## config.mk

```make
export PLATFORM = sky130hd
export DESIGN_NAME = elu_activation_top_flat
export DESIGN_NICKNAME = d
export VERILOG_FILES = /design/src/elu_pkg.sv /design/src/elu_x_if.sv /design/src/elu_y_if.sv /design/src/elu_pipe_ctl.sv /design/src/elu_activation_top.sv /design/src/flat_wrapper.sv
export SDC_FILE = /design/constraint.sdc
export NUM_CORES = 2
export LEC_CHECK = 0
export BUFFER_PORTS_ARGS = -buffer_cell sky130_fd_sc_hd__buf_2
export CORE_ASPECT_RATIO = 0.8
export CORE_MARGIN = 2
export CORE_UTILIZATION = 45
export CTS_CLUSTER_SIZE = 28
export DETAILED_ROUTE_END_ITERATION = 8
export HOLD_SLACK_MARGIN = 0.06
export PLACE_DENSITY_LB_ADDON = 0.08
export SYNTH_ARGS = -nofsm -noshare
export SYNTH_HDL_FRONTEND = slang
export SYNTH_SLANG_ARGS = --single-unit
```

## constraint.sdc

```tcl
create_clock -name clk_i -period 25.3 [get_ports clk_i]
set_input_delay 5.06 -clock clk_i [delete_from_list [all_inputs] [get_ports clk_i]]
set_output_delay 5.06 -clock clk_i [all_outputs]
set_load 0.1 [all_outputs]
```

## src/elu_pkg.sv

```systemverilog
`default_nettype none

package elu_pkg;

  localparam int unsigned EXP_TABLE_ENTRIES = 64;

  localparam int IdxW   = $clog2(EXP_TABLE_ENTRIES);
  localparam int RomAw  = $clog2(EXP_TABLE_ENTRIES + 1);
  localparam int PosW   = 16 + IdxW;
  localparam int NumStages = 6;

  localparam logic [15:0] AlphaReset = 16'd4096;
  localparam logic [16:0] Log2eQ16   = 17'd94548;
  localparam logic [63:0] Ln2Q32     = 64'd2977044472;
  localparam logic [16:0] OneQ16     = 17'h10000;

  typedef logic [16:0] rom_t [EXP_TABLE_ENTRIES + 1];

  typedef struct packed {
    logic [NumStages-1:0] en;
    logic [NumStages-1:0] vld;
  } pipe_ctl_t;

  // 2^(-k/N) in Q16 from an exp series of (N-k)*ln2/N in Q32, halved.
  function automatic logic [16:0] rom_entry(int unsigned k);
    logic [63:0] b;
    logic [63:0] term;
    logic [63:0] sum;
    b = (64'(EXP_TABLE_ENTRIES - k) * Ln2Q32 + 64'(EXP_TABLE_ENTRIES / 2))
        / EXP_TABLE_ENTRIES;
    term = 64'd1 << 32;
    sum  = term;
    for (int i = 1; i <= 24; i++) begin
      term = ((term * b) >> 32) / 64'(i);
      sum  = sum + term;
    end
    return 17'((sum + (64'd1 << 16)) >> 17);
  endfunction

  function automatic rom_t exp_rom_init();
    rom_t r;
    for (int unsigned k = 0; k <= EXP_TABLE_ENTRIES; k++) begin
      r[k] = rom_entry(k);
    end
    return r;
  endfunction

  localparam rom_t ExpRom = exp_rom_init();

endpackage

`default_nettype wire

```

## src/elu_x_if.sv

```systemverilog
`default_nettype none

interface elu_x_if;
  logic               valid;
  logic               ready;
  logic signed [15:0] x_in;

  modport source (output valid, output x_in, input ready);
  modport sink   (input valid, input x_in, output ready);
endinterface

`default_nettype wire

```

## src/elu_y_if.sv

```systemverilog
`default_nettype none

interface elu_y_if;
  logic               valid;
  logic               ready;
  logic signed [15:0] y_out;

  modport source (output valid, output y_out, input ready);
  modport sink   (input valid, input y_out, output ready);
endinterface

`default_nettype wire

```

## src/elu_pipe_ctl.sv

```systemverilog
`default_nettype none

module elu_pipe_ctl
  import elu_pkg::*;
(
  input  wire logic clk_i,
  input  wire logic rst_ni,
  input  wire logic in_valid_i,
  input  wire logic out_ready_i,
  output pipe_ctl_t ctl_o
);

  logic [NumStages-1:0] vld_q, vld_d;
  logic [NumStages-1:0] en;

  // a stage loads when it is empty or the stage after it moves
  always_comb begin
    en[NumStages-1] = !vld_q[NumStages-1] || out_ready_i;
    for (int k = NumStages - 2; k >= 0; k--) begin
      en[k] = !vld_q[k] || en[k+1];
    end
  end

  always_comb begin
    vld_d = vld_q;
    if (en[0]) begin
      vld_d[0] = in_valid_i;
    end
    for (int k = 1; k < NumStages; k++) begin
      if (en[k]) begin
        vld_d[k] = vld_q[k-1];
      end
    end
  end

  always_ff @(posedge clk_i or negedge rst_ni) begin
    if (!rst_ni) begin
      vld_q <= '0;
    end else begin
      vld_q <= vld_d;
    end
  end

  assign ctl_o.en  = en;
  assign ctl_o.vld = vld_q;

endmodule

`default_nettype wire

```

## src/elu_activation_top.sv

```systemverilog
// ELU activation, y = max(x,0) + alpha*(exp(min(x,0)) - 1), on signed Q8.8
// items, alpha an unsigned Q4.12 register (reset 1.0). A six-stage pipeline
// takes one item per clock when not stalled and gives its result from the
// last stage register; stages are the log2(e) multiply, table index split,
// table read and slope multiply, interpolation with the power-of-two shift,
// the alpha multiply, and rounding into the output register. A stalled
// output only holds the stages behind it that are full, so empty stages
// keep taking items. Write alpha only while no item is in flight.
`default_nettype none

module elu_activation_top
  import elu_pkg::*;
(
  input  wire logic  clk_i,
  input  wire logic  rst_ni,
  input  wire logic  alpha_gain_we_i,
  input  wire logic  [15:0] alpha_gain_i,
  elu_x_if.sink      x_chan_i,
  elu_y_if.source    y_chan_o
);

  pipe_ctl_t ctl;

  elu_pipe_ctl u_ctl (
    .clk_i       (clk_i),
    .rst_ni      (rst_ni),
    .in_valid_i  (x_chan_i.valid),
    .out_ready_i (y_chan_o.ready),
    .ctl_o       (ctl)
  );

  assign x_chan_i.ready = ctl.en[0];

  logic [15:0] alpha_q;

  always_ff @(posedge clk_i or negedge rst_ni) begin
    if (!rst_ni) begin
      alpha_q <= AlphaReset;
    end else if (alpha_gain_we_i) begin
      alpha_q <= alpha_gain_i;
    end
  end

  // stage 1: |x| * log2(e)
  logic [15:0] x_raw;
  logic [15:0] mag_in;
  logic [15:0] s1_x_q;
  logic        s1_neg_q;
  logic [32:0] s1_prod_q;

  assign x_raw  = x_chan_i.x_in;
  assign mag_in = 16'(OneQ16 - 17'(x_raw));

  always_ff @(posedge clk_i) begin
    if (ctl.en[0]) begin
      s1_x_q    <= x_raw;
      s1_neg_q  <= x_raw[15];
      s1_prod_q <= 33'(mag_in) * 33'(Log2eQ16);
    end
  end

  // stage 2: split into shift, table index and remainder
  logic [23:0]     t2;
  logic [15:0]     f2;
  logic [PosW-1:0] pos2;
  logic [15:0]     s2_x_q;
  logic            s2_neg_q;
  logic [7:0]      s2_n_q;
  logic [IdxW-1:0] s2_idx_q;
  logic [15:0]     s2_rem_q;

  assign t2   = 24'((s1_prod_q + 33'd128) >> 8);
  assign f2   = t2[15:0];
  assign pos2 = PosW'(f2) * PosW'(EXP_TABLE_ENTRIES);

  always_ff @(posedge clk_i) begin
    if (ctl.en[1]) begin
      s2_x_q   <= s1_x_q;
      s2_neg_q <= s1_neg_q;
      s2_n_q   <= t2[23:16];
      s2_idx_q <= pos2[PosW-1:16];
      s2_rem_q <= pos2[15:0];
    end
  end

  // stage 3: table read and slope times remainder
  logic [RomAw-1:0] hi_addr, lo_addr;
  logic [16:0]      hi3, lo3;
  logic [15:0]      s3_x_q;
  logic             s3_neg_q;
  logic [7:0]       s3_n_q;
  logic [16:0]      s3_hi_q;
  logic [32:0]      s3_prod_q;

  assign hi_addr = RomAw'(s2_idx_q);
  assign lo_addr = hi_addr + RomAw'(1);
  assign hi3     = ExpRom[hi_addr];
  assign lo3     = ExpRom[lo_addr];

  always_ff @(posedge clk_i) begin
    if (ctl.en[2]) begin
      s3_x_q    <= s2_x_q;
      s3_neg_q  <= s2_neg_q;
      s3_n_q    <= s2_n_q;
      s3_hi_q   <= hi3;
      s3_prod_q <= 33'(hi3 - lo3) * 33'(s2_rem_q);
    end
  end

  // stage 4: interpolate, scale by 2^-n with rounding, form 1 - exp
  logic [17:0] corr4, v4, rnd4, e4;
  logic [16:0] d4;
  logic [15:0] s4_x_q;
  logic        s4_neg_q;
  logic [16:0] s4_d_q;

  always_comb begin
    corr4 = 18'((34'(s3_prod_q) + 34'd32768) >> 16);
    v4    = 18'(s3_hi_q) - corr4;
    rnd4  = (s3_n_q == 8'd0) ? 18'd0 : (18'd1 << (s3_n_q[4:0] - 5'd1));
    if (s3_n_q >= 8'd24) begin
      e4 = '0;
    end else begin
      e4 = (v4 + rnd4) >> s3_n_q[4:0];
    end
    d4 = (e4 >= 18'(OneQ16)) ? 17'd0 : 17'(18'(OneQ16) - e4);
  end

  always_ff @(posedge clk_i) begin
    if (ctl.en[3]) begin
      s4_x_q   <= s3_x_q;
      s4_neg_q <= s3_neg_q;
      s4_d_q   <= d4;
    end
  end

  // stage 5: alpha multiply
  logic [15:0] s5_x_q;
  logic        s5_neg_q;
  logic [32:0] s5_prod_q;

  always_ff @(posedge clk_i) begin
    if (ctl.en[4]) begin
      s5_x_q    <= s4_x_q;
      s5_neg_q  <= s4_neg_q;
      s5_prod_q <= 33'(alpha_q) * 33'(s4_d_q);
    end
  end

  // stage 6: round, clamp, negate
  logic [16:0] mag6_raw, mag6;
  logic [15:0] y6;
  logic [15:0] s6_y_q;

  always_comb begin
    mag6_raw = 17'((34'(s5_prod_q) + 34'h80000) >> 20);
    mag6     = (mag6_raw > 17'd32768) ? 17'd32768 : mag6_raw;
    y6       = s5_neg_q ? 16'(OneQ16 - mag6) : s5_x_q;
  end

  always_ff @(posedge clk_i) begin
    if (ctl.en[5]) begin
      s6_y_q <= y6;
    end
  end

  assign y_chan_o.valid = ctl.vld[NumStages-1];
  assign y_chan_o.y_out = s6_y_q;

endmodule

`default_nettype wire

```

## src/flat_wrapper.sv

```systemverilog
// flat-port wrapper written by rule: the top's interface ports become plain ports
module elu_activation_top_flat import elu_pkg::*;
  (clk_i, rst_ni, alpha_gain_we_i, alpha_gain_i, x_chan_i_valid, x_chan_i_x_in, x_chan_i_ready, y_chan_o_valid, y_chan_o_y_out, y_chan_o_ready);
  elu_x_if x_chan_i_i ();
  elu_y_if y_chan_o_i ();
  input  wire logic clk_i;
  input  wire logic rst_ni;
  input  wire logic alpha_gain_we_i;
  input  wire logic  [15:0] alpha_gain_i;
  input wire logic [$bits(x_chan_i_i.valid)-1:0] x_chan_i_valid;
  input wire logic [$bits(x_chan_i_i.x_in)-1:0] x_chan_i_x_in;
  output wire logic [$bits(x_chan_i_i.ready)-1:0] x_chan_i_ready;
  output wire logic [$bits(y_chan_o_i.valid)-1:0] y_chan_o_valid;
  output wire logic [$bits(y_chan_o_i.y_out)-1:0] y_chan_o_y_out;
  input wire logic [$bits(y_chan_o_i.ready)-1:0] y_chan_o_ready;
  assign x_chan_i_i.valid = x_chan_i_valid;
  assign x_chan_i_i.x_in = x_chan_i_x_in;
  assign x_chan_i_ready = x_chan_i_i.ready;
  assign y_chan_o_valid = y_chan_o_i.valid;
  assign y_chan_o_y_out = y_chan_o_i.y_out;
  assign y_chan_o_i.ready = y_chan_o_ready;
  elu_activation_top u_core (.clk_i(clk_i), .rst_ni(rst_ni), .alpha_gain_we_i(alpha_gain_we_i), .alpha_gain_i(alpha_gain_i), .x_chan_i(x_chan_i_i), .y_chan_o(y_chan_o_i));
endmodule
```

# == Word-level counts from Yosys, hierarchy flattened ==
# Memories as Yosys holds them, arrays and structs flattened.
# Index checks and enable logic that the tools add are counted.
# word_totals
ff_bits,285
rom_bits,4352
inputBits,37
output_inout_bits,18
elab_cells,73
n_memories,2
# memory_table
name,depth,width,read_ports,rd_clocked_by_memory_dff,wr,line,text
(name not given),128,17,1,0,0,elu_activation_top.sv:97,assign hi3 = ExpRom[hi_addr];
(name not given),128,17,1,0,0,elu_activation_top.sv:98,assign lo3 = ExpRom[lo_addr];
# classes
addsub,11
mul,3
n_lt_le_gt_ge,5
shift,2
muxes,8
n_bitwise,2
reduce_logical,13
# op_table
cell,n
$mux 17,4
$mux 18,2
$add 33x16->34 const B,1
$add 33x20->34 const B,1
$mul 16x17->33,1
$mul 33x10->27,1
$add 32x8->32 const B,1
$mux 16,2
$sub 1x16->16 const A,2
$mul 16x15->30 const B,1
$add 18x18->18,1
$ge 18x17->1 const B,1
$shl 1x5->18 const A,1
$shr 18x5->18,1
$sub 17x17->18,1
$sub 17x18->18,1
$sub 17x17->17 const A,1
$ge 8x8->1 const B,2
$gt 14x16->1 const B,1
$ge 8x5->1 const B,1
$logic_not 8->1,1
$not 6->8,1
$not 7->8,1
$add 6x1->7 const B,1
3 further kinds,13

# == Depth between registers and ports, before layout ==
# logic_depth
word_depth,7
ltp_mapped,46
depth_no_buf,44

# == By module ==
# Synthesis repeated with hierarchy kept, for this count alone.
# hier_totals
hier_cells,3553
hier_area_um2,33688.6
# modules_own_cells
mod,instances,cells_each,area_per_inst_um2
elu_activation_top,1,3533,33439.6
elu_pipe_ctl,1,20,249.0

# == Least setup slack after synthesis ==
# OpenSTA, ideal clock, no wires.
# synth_timing
kind,input port to output port
from,input y_chan_o_ready
to,output x_chan_i_ready
t_arrival_ps,8224
required_ps,20240
slack_ps,12016
cell_stages,4
n_path_buf,0
path_cell_list,nor2b_1 -> nand3_1 -> nor2_1 -> nand3_1
# synth_lines
item,line,text
from (decl),flat_wrapper.sv:15,input wire logic [$bits(y_chan_o_i.ready)-1:0] y_chan_o_ready;
to (decl),flat_wrapper.sv:12,output wire logic [$bits(x_chan_i_i.ready)-1:0] x_chan_i_ready;

==> flow_metrics.env <==
export IMPL_hold_start="u_core.s2_x_q[0]"
export IMPL_min_path_cells=0
export IMPL_wl_um=97700
export IMPL_wl_per_cell_um=21.3
export IMPL_grt_max_degree=78
export IMPL_cts_setup_buffers=0
export IMPL_numPortBuffers=54
export IMPL_via_count=25700
export IMPL_clk_latency_ps=600
export IMPL_synth_edff_count=219
export IMPL_ys_top_cells_by_area="fa_1, edfxtp_1, ha_1"
export IMPL_worst_setup_path_end_kind="output port"
export IMPL_rows=89
export IMPL_cp_required_ps=20240
export IMPL_boundaryPins=55
export IMPL_multi_input_area_sq_mm=0.0239
export IMPL_finalClockSkew_ps=18.9
export IMPL_hold_class="flip-flop to flip-flop"
export IMPL_holdWs_ps=419
export IMPL_clockBufferDepth=3
export IMPL_cts_hold_buf=0
export IMPL_outcome="finished, final reports clean"
export IMPL_fp_dieW_um=310
export IMPL_diodes=0
export IMPL_syn2layout_area_growth_pct=6.91
export IMPL_synth_cell_types=87
export IMPL_final_antenna_net_count=0
export IMPL_synth_area_per_cell_sq_um=9.39
export IMPL_min_to="u_core.s3_x_q[0]"
export IMPL_syn_num_nets=4393
export IMPL_grt_pass1_vias=26400
export IMPL_clock_sinks=241
export IMPL_ys_ff_latch=241
export IMPL_die_h_um=249
export IMPL_reg2regPathDepth=43
export IMPL_relSlewSlack_pct=14.6
export IMPL_place_hpwl_um=76300
export IMPL_stdcell_count=4597
export IMPL_core_sq_mm=0.0739
export IMPL_fmax_mhz=78.9
export IMPL_drive_gt1_share_pct=6.23
export IMPL_grt_pass1_wl_um=156000
export IMPL_cp_data_arrival_time_ps=7610
export IMPL_fill_cells=7075
export IMPL_startpoint_type="input pin"
export IMPL_drv_cap=0
export IMPL_vias_per_cell=5.59
export IMPL_ctsResizeCount=0
export IMPL_finalHoldViolations=0
export IMPL_rr_endpoint="u_core.s3_prod_q[32]"
export IMPL_firstDrtPassIters=5
export IMPL_slew_violations=0
export IMPL_drc=0
export IMPL_place_gp_congestion=0.915
export IMPL_synth_top_area_share_pct=26.3
export IMPL_cts_buffers=29
export IMPL_period_share_pct=50.1
export IMPL_yosys_area_top_type="fa_1"
export IMPL_die_area_sq_mm=0.0771
export IMPL_tritoncts="done"
export IMPL_setup_viol=0
export IMPL_min_period_ps=12670
export IMPL_nNetsFinal=4375
export IMPL_clockRootBuffer="clkbuf_16"
export IMPL_rsz0062_at_grt="no"
export IMPL_cp_max_fo=43
export IMPL_path_clk_slew_ps=60
export IMPL_start_util_pct=45.6
export IMPL_track_usage_pct=26.0
export IMPL_first_iter_violations=2061
export IMPL_antenna_found_initial=3
export IMPL_syn_area_sq_mm=0.0337
export IMPL_syn_inst=3591
export IMPL_r2r_start="u_core.s2_idx_q[0]"
export IMPL_synth_ff_type="edfxtp_1"
export IMPL_htree_num_levels=1
export IMPL_grt_overflow=0
export IMPL_dp_cells=4543
export IMPL_r2r_slack_ps=13010
export IMPL_synth_warning_count=0
export IMPL_async_flop_share_pct=9.13
export IMPL_tns_ps=0
export IMPL_worst_slew_pin_slew_ps=1260
export IMPL_synth_seq_area_share_pct=21.1
export IMPL_critical_path_class="input pin to output port"
export IMPL_final_seq_area_sq_mm=0.00713
-- cells by family (layout without fill, tap and decap cells) --
logic type / Yosys count / after routing / share of synthesized area (%)
and+or+nand+nor: 1112 / 1112 / 15.9
adders and majority gates: 765 / 765 / 38.3
buffers and inverters: 721 / 726 / 8.03
AOI/OAI and AO/OA: 526 / 526 / 10.2
DFF: 241 / 241 / 21.1
xor gates and xnor gates: 176 / 176 / 4.57
muxes: 50 / 50 / 1.93
-- layer usage --
metal  vias to the layer above  track usage [%]  wire length (um)
met3                       102             4.03              7140
li1                      11800                -                 -
met1                     12900             40.5             47300
met5                         -                0                 0
met2                       844             38.6             41700
met4                         0             4.10              1530
-- synthesized netlist by cell type (all sizes together) (9+ instances only) --
cell and number:
a211oi 35, a21o 24, a21oi 147, a31oi 23
and2 192, and3 26, buf 13, clkbuf 140
dfrtp 21, edfxtp 219, fa 443, ha 322
inv 567, mux2 26, mux2i 15, mux4 9
nand2 431, nand2b 32, nand3 76, nand4 18
nor2 167, nor2b 25, nor3 77, nor4 14
o211ai 32, o21a 31, o21ai 105, o21bai 10
o311ai 10, o31ai 11, or2 12, or3 14
or4 11, xnor2 124, xor2 52
-- cell usage in the layout (no fill, tap or decap), types with 21 or more instances in the layout --
| master | count |
|---|---|
| buf_2 | 54 |
| nor2b_1 | 25 |
| nand2b_1 | 32 |
| and2_1 | 191 |
| a21o_1 | 24 |
| nand2_1 | 430 |
| nor2_1 | 167 |
| ha_1 | 322 |
| inv_1 | 564 |
| o21a_1 | 31 |
| nor3_1 | 76 |
| xnor2_1 | 120 |
| o211ai_1 | 32 |
| xor2_1 | 52 |
| o21ai_0 | 105 |
| edfxtp_1 | 219 |
| nand3_1 | 73 |
| a21oi_1 | 146 |
| mux2_2 | 25 |
| a31oi_1 | 23 |
| clkbuf_16 | 29 |
| and3_1 | 26 |
| a211oi_1 | 34 |
| dfrtp_1 | 21 |
| buf_4 | 50 |
| fa_1 | 443 |
-- per-stage QoR --
stage | utilization [%] | setup slack [ps] | cell area (sq um)
2_1_floorplan | - | 12020 | 33700
3_5_place_dp | 47.4 | 12590 | 35100
6_report | 48.8 | 12630 | 36000
5_1_grt | 48.8 | 12150 | 36000
4_1_cts | 48.8 | 12580 | 36000
3_3_place_gp | 47.4 | 12720 | 35100
-- critical path: stages --
cell and delay, ps:
buf_2 140, nor2b_1 280, nand3_2 730, nor2_1 550
nand3_2 110, buf_4 320, buf_2 380
-- sequential cells by signal (all words and copies together), names as in the netlist, 10 cells and up --
signal                 count
u_core.s1_x_q             15
u_core.s5_x_q             15
u_core.y_chan_o.y_out     16
u_core.s4_x_q             15
u_core.s3_x_q             15
u_core.s3_hi_q            17
u_core.s4_d_q             17
u_core.s3_prod_q          18
u_core.s2_rem_q           10
u_core.s1_prod_q          25
u_core.s5_prod_q          14
u_core.s2_x_q             15
u_core.alpha_q            16
-- worst max path at each step --
stage | start | to | cells after the start
global placement | y_chan_o_ready | x_chan_i_ready | 7
floorplan | y_chan_o_ready | x_chan_i_ready | 4
finish | y_chan_o_ready | x_chan_i_ready | 7
global route | u_core.s2_idx_q[2] | u_core.s3_prod_q[32] | 43
CTS | y_chan_o_ready | x_chan_i_ready | 7
detailed placement | y_chan_o_ready | x_chan_i_ready | 7
-- layout make-up --
class / instances / area share, %
Clock inverter: 21 / 0.625
Multi-Input combinational cell: 2629 / 66.4
Sequential cell: 241 / 19.8
Clock buffer: 33 / 2.05
Tap cell: 1001 / 3.47
Inverter: 568 / 5.91
Timing Repair Buffer: 104 / 1.79
Power is not shown: default switching activity piles up to over one toggle a cycle in this logic, so the estimate is an artifact.
